<file path="src/rtl/sts_pkg.sv">
// Shared types and codes for the sorted table block.
// No dependencies; compile first.
package sts_pkg;

  localparam int ACTION_W = 2;
  localparam int STATUS_W = 2;
  localparam int POS_W    = 5;
  localparam int CAP_W    = 5;

  // action codes; any other code acts as a find
  localparam logic [ACTION_W-1:0] ACT_INSERT = 2'd1;
  localparam logic [ACTION_W-1:0] ACT_REMOVE = 2'd2;

  localparam logic [STATUS_W-1:0] ST_DONE      = 2'd0;
  localparam logic [STATUS_W-1:0] ST_NOT_FOUND = 2'd1;
  localparam logic [STATUS_W-1:0] ST_FULL      = 2'd2;
  localparam logic [STATUS_W-1:0] ST_DUP       = 2'd3;

  localparam logic [CAP_W-1:0] CAP_RESET = 5'd16;

  typedef enum logic [1:0] {
    CELL_HOLD,
    CELL_CMP,
    CELL_INS,
    CELL_REM
  } cell_op_t;

  typedef struct packed {
    logic valid;
    logic lt;
    logic eq;
  } cell_stat_t;

endpackage

</file>
<file path="src/rtl/sts_if.sv">
// Valid/ready channel interfaces for request, response and configuration beats.
// Depends on sts_pkg.
interface sts_req_if #(parameter int KEY_WIDTH = 32);
  import sts_pkg::*;
  logic                        valid;
  logic                        ready;
  logic [ACTION_W-1:0]         action;
  logic signed [KEY_WIDTH-1:0] key;
  modport source (output valid, action, key, input ready);
  modport sink (input valid, action, key, output ready);
endinterface

interface sts_rsp_if #(parameter int KEY_WIDTH = 32);
  import sts_pkg::*;
  logic                        valid;
  logic                        ready;
  logic [STATUS_W-1:0]         status;
  logic [POS_W-1:0]            position;
  logic [POS_W-1:0]            count;
  logic signed [KEY_WIDTH-1:0] min_key;
  logic signed [KEY_WIDTH-1:0] max_key;
  modport source (output valid, status, position, count, min_key, max_key, input ready);
  modport sink (input valid, status, position, count, min_key, max_key, output ready);
endinterface

interface sts_cfg_if;
  import sts_pkg::*;
  logic             valid;
  logic             ready;
  logic [CAP_W-1:0] data;
  modport source (output valid, data, input ready);
  modport sink (input valid, data, output ready);
endinterface

</file>
<file path="src/rtl/sts_cell.sv">
// One table cell: holds a key and its valid flag, compares against the search key,
// and shifts with its neighbors on insert and remove. Depends on sts_pkg.
module sts_cell #(
  parameter int KEY_WIDTH = 32
) (
  input  logic                        clk,
  input  logic                        rst,
  input  sts_pkg::cell_op_t           op,
  input  logic signed [KEY_WIDTH-1:0] key_in,
  input  sts_pkg::cell_stat_t         left_stat,
  input  logic signed [KEY_WIDTH-1:0] left_key,
  input  sts_pkg::cell_stat_t         right_stat,
  input  logic signed [KEY_WIDTH-1:0] right_key,
  output sts_pkg::cell_stat_t         stat,
  output logic signed [KEY_WIDTH-1:0] key,
  output logic                        boundary
);
  import sts_pkg::*;

  assign boundary = !stat.lt && left_stat.lt;

  always_ff @(posedge clk) begin
    if (rst) begin
      stat <= '0;
    end else begin
      case (op)
        CELL_CMP: begin
          stat.lt <= stat.valid && (key < key_in);
          stat.eq <= stat.valid && (key == key_in);
        end
        CELL_INS: begin
          if (!stat.lt) begin
            stat.valid <= boundary ? 1'b1 : left_stat.valid;
          end
        end
        CELL_REM: begin
          if (!stat.lt) begin
            stat.valid <= right_stat.valid;
          end
        end
        default: begin
        end
      endcase
    end
  end

  always_ff @(posedge clk) begin
    case (op)
      CELL_INS: begin
        if (!stat.lt) begin
          key <= boundary ? key_in : left_key;
        end
      end
      CELL_REM: begin
        if (!stat.lt) begin
          key <= right_key;
        end
      end
      default: begin
      end
    endcase
  end

endmodule

</file>
<file path="src/rtl/sorted_table_insert_remove_find_top.sv">
// Sorted table of distinct signed keys: a row of compare-and-shift cells plus control.
// A request beat is taken only in idle; then the compare, apply and load steps run through
// the cell row, and the response is registered in the load step, which waits while an earlier
// response is still untaken. No new request is taken until the response is loaded.
// Reset: synchronous; table empty, capacity 16, no response pending.
// Depends on sts_pkg, sts_if and sts_cell.
module sorted_table_insert_remove_find_top #(
  parameter int DEPTH     = 16,
  parameter int KEY_WIDTH = 32
) (
  input logic   clk,
  input logic   rst,
  sts_req_if.sink   req,
  sts_rsp_if.source rsp,
  sts_cfg_if.sink   cfg
);
  import sts_pkg::*;

  localparam int IDX_W = $clog2(DEPTH + 1);
  localparam int LIM_W = IDX_W > CAP_W ? IDX_W : CAP_W;

  typedef enum logic [1:0] {S_IDLE, S_CMP, S_APPLY, S_FIN} state_t;

  state_t                      state;
  logic [ACTION_W-1:0]         action;
  logic signed [KEY_WIDTH-1:0] key;
  logic [CAP_W-1:0]            capacity;
  logic [IDX_W-1:0]            used;
  logic [STATUS_W-1:0]         status;
  logic [IDX_W-1:0]            position;

  cell_op_t                    op;
  cell_stat_t                  stat [DEPTH];
  logic signed [KEY_WIDTH-1:0] ckey [DEPTH];
  logic [DEPTH-1:0]            boundary;
  logic [DEPTH-1:0]            valid_vec;
  logic [DEPTH-1:0]            eq_vec;
  logic [DEPTH-1:0]            last_vec;
  logic [IDX_W-1:0]            pos_enc;
  logic                        hit;
  logic [LIM_W-1:0]            limit;
  logic                        full;
  logic                        do_ins;
  logic                        do_rem;
  logic [STATUS_W-1:0]         status_next;
  logic signed [KEY_WIDTH-1:0] min_next;
  logic signed [KEY_WIDTH-1:0] max_next;

  for (genvar i = 0; i < DEPTH; i++) begin : g_cell
    cell_stat_t                  lstat;
    cell_stat_t                  rstat;
    logic signed [KEY_WIDTH-1:0] lkey;
    logic signed [KEY_WIDTH-1:0] rkey;
    if (i == 0) begin : g_first
      assign lstat = '{valid: 1'b1, lt: 1'b1, eq: 1'b0};
      assign lkey  = '0;
    end else begin : g_mid
      assign lstat = stat[i-1];
      assign lkey  = ckey[i-1];
    end
    if (i == DEPTH - 1) begin : g_last
      assign rstat = '0;
      assign rkey  = '0;
    end else begin : g_inner
      assign rstat = stat[i+1];
      assign rkey  = ckey[i+1];
    end
    sts_cell #(.KEY_WIDTH(KEY_WIDTH)) u_cell (
      .clk        (clk),
      .rst        (rst),
      .op         (op),
      .key_in     (key),
      .left_stat  (lstat),
      .left_key   (lkey),
      .right_stat (rstat),
      .right_key  (rkey),
      .stat       (stat[i]),
      .key        (ckey[i]),
      .boundary   (boundary[i])
    );
    assign valid_vec[i] = stat[i].valid;
    assign eq_vec[i]    = stat[i].eq;
  end

  assign last_vec = valid_vec & ~{1'b0, valid_vec[DEPTH-1:1]};
  assign hit      = |eq_vec;

  always_comb begin
    pos_enc = '0;
    for (int i = 0; i < DEPTH; i++) begin
      if (boundary[i]) begin
        pos_enc = pos_enc | IDX_W'(i);
      end
    end
    if (stat[DEPTH-1].lt) begin
      pos_enc = pos_enc | IDX_W'(DEPTH);
    end
  end

  always_comb begin
    max_next = '0;
    for (int i = 0; i < DEPTH; i++) begin
      if (last_vec[i]) begin
        max_next = max_next | ckey[i];
      end
    end
    min_next = valid_vec[0] ? ckey[0] : '0;
  end

  assign limit = (LIM_W'(capacity) > LIM_W'(DEPTH)) ? LIM_W'(DEPTH) : LIM_W'(capacity);
  assign full  = LIM_W'(used) >= limit;

  always_comb begin
    do_ins = 1'b0;
    do_rem = 1'b0;
    case (action)
      ACT_INSERT: begin
        if (full) begin
          status_next = ST_FULL;
        end else if (hit) begin
          status_next = ST_DUP;
        end else begin
          status_next = ST_DONE;
          do_ins      = 1'b1;
        end
      end
      ACT_REMOVE: begin
        status_next = hit ? ST_DONE : ST_NOT_FOUND;
        do_rem      = hit;
      end
      default: begin
        status_next = hit ? ST_DONE : ST_NOT_FOUND;
      end
    endcase
  end

  always_comb begin
    case (state)
      S_CMP:   op = CELL_CMP;
      S_APPLY: op = do_ins ? CELL_INS : (do_rem ? CELL_REM : CELL_HOLD);
      default: op = CELL_HOLD;
    endcase
  end

  assign req.ready = (state == S_IDLE);
  assign cfg.ready = 1'b1;

  always_ff @(posedge clk) begin
    if (rst) begin
      state     <= S_IDLE;
      used      <= '0;
      capacity  <= CAP_RESET;
      rsp.valid <= 1'b0;
    end else begin
      if (cfg.valid) begin
        capacity <= cfg.data;
      end
      if (rsp.valid && rsp.ready && state != S_FIN) begin
        rsp.valid <= 1'b0;
      end
      case (state)
        S_IDLE: begin
          if (req.valid) begin
            action <= req.action;
            key    <= req.key;
            state  <= S_CMP;
          end
        end
        S_CMP: begin
          state <= S_APPLY;
        end
        S_APPLY: begin
          status   <= status_next;
          position <= pos_enc;
          if (do_ins) begin
            used <= used + 1'b1;
          end else if (do_rem) begin
            used <= used - 1'b1;
          end
          state <= S_FIN;
        end
        S_FIN: begin
          if (!rsp.valid || rsp.ready) begin
            rsp.valid    <= 1'b1;
            rsp.status   <= status;
            rsp.position <= POS_W'(position);
            rsp.count    <= POS_W'(used);
            rsp.min_key  <= min_next;
            rsp.max_key  <= max_next;
            state        <= S_IDLE;
          end
        end
        default: begin
          state <= S_IDLE;
        end
      endcase
    end
  end

  a_one_at_a_time: assert property (@(posedge clk) disable iff (rst)
    req.valid && req.ready |=> !req.ready)
    else $error("request taken while an operation is in progress");

  a_used_bound: assert property (@(posedge clk) disable iff (rst)
    LIM_W'(used) <= LIM_W'(DEPTH))
    else $error("key count above table depth");

  a_valid_count: assert property (@(posedge clk) disable iff (rst)
    $countones(valid_vec) == int'(used))
    else $error("cell valid flags disagree with key count");

  a_insert_grows: assert property (@(posedge clk) disable iff (rst)
    state == S_APPLY && do_ins |=> used == $past(used) + 1'b1)
    else $error("insert did not advance the key count");

endmodule

</file>
<file path="src/flat_wrapper.sv">
// flat-port wrapper written by rule: the top's interface ports become plain ports
module sorted_table_insert_remove_find_top_flat import sts_pkg::*;
#(
  parameter int DEPTH     = 16,
  parameter int KEY_WIDTH = 32
)
  (clk, rst, req_valid, req_action, req_key, req_ready, rsp_valid, rsp_status, rsp_position, rsp_count, rsp_min_key, rsp_max_key, rsp_ready, cfg_valid, cfg_data, cfg_ready);
  sts_req_if #(.KEY_WIDTH(KEY_WIDTH)) req_i ();
  sts_rsp_if #(.KEY_WIDTH(KEY_WIDTH)) rsp_i ();
  sts_cfg_if cfg_i ();
  input logic clk;
  input logic rst;
  input wire logic [$bits(req_i.valid)-1:0] req_valid;
  input wire logic [$bits(req_i.action)-1:0] req_action;
  input wire logic [$bits(req_i.key)-1:0] req_key;
  output wire logic [$bits(req_i.ready)-1:0] req_ready;
  output wire logic [$bits(rsp_i.valid)-1:0] rsp_valid;
  output wire logic [$bits(rsp_i.status)-1:0] rsp_status;
  output wire logic [$bits(rsp_i.position)-1:0] rsp_position;
  output wire logic [$bits(rsp_i.count)-1:0] rsp_count;
  output wire logic [$bits(rsp_i.min_key)-1:0] rsp_min_key;
  output wire logic [$bits(rsp_i.max_key)-1:0] rsp_max_key;
  input wire logic [$bits(rsp_i.ready)-1:0] rsp_ready;
  input wire logic [$bits(cfg_i.valid)-1:0] cfg_valid;
  input wire logic [$bits(cfg_i.data)-1:0] cfg_data;
  output wire logic [$bits(cfg_i.ready)-1:0] cfg_ready;
  assign req_i.valid = req_valid;
  assign req_i.action = req_action;
  assign req_i.key = req_key;
  assign req_ready = req_i.ready;
  assign rsp_valid = rsp_i.valid;
  assign rsp_status = rsp_i.status;
  assign rsp_position = rsp_i.position;
  assign rsp_count = rsp_i.count;
  assign rsp_min_key = rsp_i.min_key;
  assign rsp_max_key = rsp_i.max_key;
  assign rsp_i.ready = rsp_ready;
  assign cfg_i.valid = cfg_valid;
  assign cfg_i.data = cfg_data;
  assign cfg_ready = cfg_i.ready;
  sorted_table_insert_remove_find_top #(.DEPTH(DEPTH), .KEY_WIDTH(KEY_WIDTH)) u_core (.clk(clk), .rst(rst), .req(req_i), .rsp(rsp_i), .cfg(cfg_i));
endmodule
</file>
<file path="config.mk">
export PLATFORM = sky130hd
export DESIGN_NAME = sorted_table_insert_remove_find_top_flat
export DESIGN_NICKNAME = d
export VERILOG_FILES = /design/src/rtl/sts_pkg.sv /design/src/rtl/sts_if.sv /design/src/rtl/sts_cell.sv /design/src/rtl/sorted_table_insert_remove_find_top.sv /design/src/flat_wrapper.sv
export SDC_FILE = /design/constraint.sdc
export NUM_CORES = 2
export LEC_CHECK = 0
export BUFFER_PORTS_ARGS = -buffer_cell sky130_fd_sc_hd__clkbuf_2
export CAP_MARGIN = 20
export CELL_PAD_IN_SITES_DETAIL_PLACEMENT = 0
export CELL_PAD_IN_SITES_GLOBAL_PLACEMENT = 1
export CORE_ASPECT_RATIO = 1.4
export CORE_MARGIN = 2
export CORE_UTILIZATION = 40
export DETAILED_ROUTE_END_ITERATION = 16
export GPL_TIMING_DRIVEN = 0
export PLACE_DENSITY_LB_ADDON = 0.15
export SLEW_MARGIN = 10
export SYNTH_ARGS = -nofsm -noshare
export SYNTH_HDL_FRONTEND = slang
export SYNTH_SLANG_ARGS = --single-unit
</file>
<file path="constraint.sdc">
create_clock -name clk -period 8.7 [get_ports clk]
set_input_delay 2.175 -clock clk [delete_from_list [all_inputs] [get_ports clk]]
set_output_delay 2.175 -clock clk [all_outputs]
set_load 0.1 [all_outputs]
</file>
==> results.py <==
metrics = {
    "run_status": {
        "outcome": "finished clean",
    },
    "yosys": {
        "synth_edf_count": 629,
        "yosysWarnings": 0,
        "synth_area_leaders": "edfxtp_1 41%, ha_1 14%, mux2i_1 9.6%, o21ai_0 6.0%, nand2_1 5.4%",
        "synth_common_cells": "668 x nand2_1, 629 x edfxtp_1, 554 x o21ai_0",
        "syn_avg_cell_area_sq_um": 10.3,
        "ys_ff_latch": 690,
        "yosys.area.top_type": "edfxtp_1",
        "synthFlopType": "edfxtp_1",
        "yosysTopAreaCellShare_pct": 40.8,
        "async_reset_ff_share_pct": 0,
        "syn_nets": 5067,
        "synthesis.area_sq_mm": 0.0463,
        "synth.distinct_cells": 70,
        "post-synth-top-count-cell": "nand2_1",
        "ys_seq_area_share_pct": 43.5,
        "synthCells": 4497,
    },
    "timing": {
        "setup_viol": 0,
        "hold_viol": 0,
        "worst_pin_slew_ns": 1.38,
        "maxSlewViolCount": 0,
        "skew_ns": 0.0314,
        "timing.fmax_mhz": 195,
        "rsz0062_at_grt": "no",
        "relSlewSlack_pct": 8.09,
        "finalCritPeriodShare_pct": 58.8,
        "fin_crit_ns": 5.12,
    },
    "finish": {
        "drive_above_1_share_pct": 8.20,
        "multiInputGateArea_sq_mm": 0.0248,
        "regArea_sq_mm": 0.0201,
        "nFillCells": 11100,
        "nets": 5319,
        "stdcell_area_sq_mm": 0.0523,
        "areaGrowthSynthToFinish_pct": 13.1,
    },
    "clock_tree": {
        "cts-root-buf": "clkbuf_16",
        "post_cts_resized": 0,
        "htree_levels": 3,
        "cts_tree": "done",
        "clock-sinks": 690,
        "hold_buffers": 0,
        "clkTransAtPathRegs_ns": 0.06,
        "cts-buffers-inserted": 81,
        "clkLatencyLatePin_ns": 0.71,
        "cts_setup_buffers": 0,
        "cts_buffer_depth": 3,
    },
    "setup_path": {
        "arrival_ns": 5.57,
        "start_kind": "primary input",
        "path_class": "primary input to flop",
        "r2r_slack_ns": 3.85,
        "r2r_end": "u_core.g_cell[11].u_cell.stat[1]",
        "crit_path_end_kind": "flop",
        "cp_max_fo": 12,
        "worst_r2r_path_depth": 9,
        "timing.rr.start": "u_core.key[31]",
        "cp.required_ns": 9.16,
    },
    "power": {
        "seq_power_share_pct": 43.1,
        "internal-power_mw": 6.22,
        "p_leak_nw": 18.0,
        "p_per_area_mw_per_mm2": 177,
        "p_sw_mw": 3.04,
        "irDropWorstVdd_uv": 144,
        "power_mw": 9.26,
        "clkPwrFrac_pct": 38.3,
        "comb_power_share_pct": 18.6,
        "switching_share_pct": 32.8,
    },
    "flow_run": {
        "maxCapViolCount": 0,
    },
    "global_routing": {
        "grt_usage_pct": 38.5,
        "grt_overflow": 0,
        "antenna_found_initial": 13,
        "grt_pass1_vias": 39500,
        "grt_first_pass_wirelength_mm": 315,
        "grt_max_degree": 31,
    },
    "hold_path": {
        "hold_path.class": "flop to flop",
        "hold_depth": 0,
        "min_to": "u_core.rsp.status[1]",
        "min_from": "u_core.status[1]",
    },
    "placed_design": {
        "portBuffers": 120,
        "place_congestion": 1.03,
        "dp_hpwl_mm": 186,
        "place_area_sq_mm": 0.0496,
    },
    "detailed_routing": {
        "routed_wl_mm": 233,
        "ant_nets": 0,
        "drc": 0,
        "avgRoutedWirePerCell_um": 36.9,
        "vias": 41000,
        "via_per_inst": 6.49,
        "dr.pass1.iters": 6,
        "drtIter0Drc": 4635,
    },
    "floorplan": {
        "die_x_um": 291,
        "dieArea_sq_mm": 0.118,
        "rows": 147,
        "core_sq_mm": 0.115,
        "ios": 123,
        "start_util_pct": 40.3,
        "die_y_um": 406,
    },
}
## layer usage
| metal | track usage [%] | up-vias | wire (um) |
|---|---|---|---|
| met3 | 6.01 | 860 | 15600 |
| met5 | 0 | - | 60 |
| met2 | 63.5 | 2243 | 108000 |
| met4 | 37.0 | 8 | 26500 |
| met1 | 42.3 | 20000 | 82500 |
| li1 | - | 17900 | - |
## through the flow
stage | TNS [ns] | hold WS (ns) | setup slack (ns) | cells | util (%)
after floorplan | 0 | 0.400 | 0.283 | 4497 | -
after global placement | -306.62 | 0.404 | -4.08 | 6107 | 42.5
after detailed placement | 0 | 0.406 | 2.80 | 6149 | 43.2
after CTS | 0 | 0.422 | 3.53 | 6298 | 45.5
after global routing | 0 | 0.424 | 3.46 | 6305 | 45.6
final | 0 | 0.421 | 3.58 | 6307 | 45.6
## cell usage in the layout (no fill, tap or decap), drive strengths merged, types with 34 or more instances in the layout
| cell | synthesis | routed |
|---|---|---|
| nor3 | 52 | 52 |
| mux2i | 442 | 442 |
| dfxtp | 61 | 61 |
| inv | 66 | 69 |
| nand3 | 42 | 42 |
| a21oi | 288 | 288 |
| nand4 | 128 | 128 |
| buf | 74 | 121 |
| nor2 | 87 | 87 |
| a21o | 36 | 36 |
| ha | 525 | 525 |
| clkbuf | 218 | 444 |
| o21ai | 577 | 577 |
| edfxtp | 629 | 629 |
| a211oi | 34 | 34 |
| and2 | 36 | 36 |
| a221oi | 132 | 132 |
| nand2 | 668 | 668 |
| nor2b | 62 | 62 |
| a22o | 128 | 128 |
## critical path, stage by stage
cell and delay [ns]:
clkbuf_2 0.24, clkbuf_1 0.62, buf_6 0.26, buf_1 0.87, nor3_2 0.28, buf_4 0.29, buf_4 0.20, buf_4 0.20
buf_4 0.19, buf_4 0.20
## worst max-delay path by stage
stage,start,endpoint,slack [ns]
2_1_floorplan,rst,u_core.rsp.count[0],0.28
3_3_place_gp,rst,u_core.rsp.position[4],-4.08
3_5_place_dp,rst,u_core.rsp.position[4],2.80
4_1_cts,rst,u_core.rsp.max_key[22],3.53
5_1_grt,rst,u_core.rsp.max_key[22],3.46
6_report,rst,u_core.rsp.max_key[22],3.58
## cell families (layout without fill, tap and decap cells)
logic type | count (synthesis) | count (layout) | share of synthesized area, %
other | 1 | 3 | 0.00811
buffers and inverters | 358 | 676 | 3.26
DFF | 690 | 690 | 43.5
and+or+nand+nor | 1177 | 1177 | 12.0
AOI/OAI and AO/OA | 1301 | 1301 | 17.4
muxes | 442 | 442 | 9.56
xor gates and xnor gates | 2 | 2 | 0.0379
adders and majority gates | 526 | 526 | 14.2
## power by group through the flow
stage | Combinational (mW) | Sequential, mW | Clock [mW]
floorplan | 0.924 | 4.06 | 0
global placement | 1.60 | 4.07 | 0
detailed placement | 1.67 | 4.05 | 0
CTS | 1.68 | 3.98 | 3.56
global route | 1.85 | 3.99 | 3.68
finish | 1.72 | 3.99 | 3.55
## registers in the layout, indices dropped and copies added, names as in the netlist, 32 cells and up
signal,flops
u_core.g_cell.u_cell.key,512
u_core.g_cell.u_cell.stat,48
u_core.key,32
u_core.rsp.max_key,32
u_core.rsp.min_key,32
## area by class of cell
class / instances / share of cell area, %
well taps: 1490 / 3.56
diodes: 2 / 0.00957
flip-flops and latches: 690 / 38.4
plain buffers: 292 / 2.42
clock buffers: 106 / 4.27
multi-input cells: 3449 / 47.4
repair buffers: 169 / 2.73
inverters: 66 / 0.474
clock inverters: 43 / 0.696
Note: power is estimated with default switching activity, not from simulation.
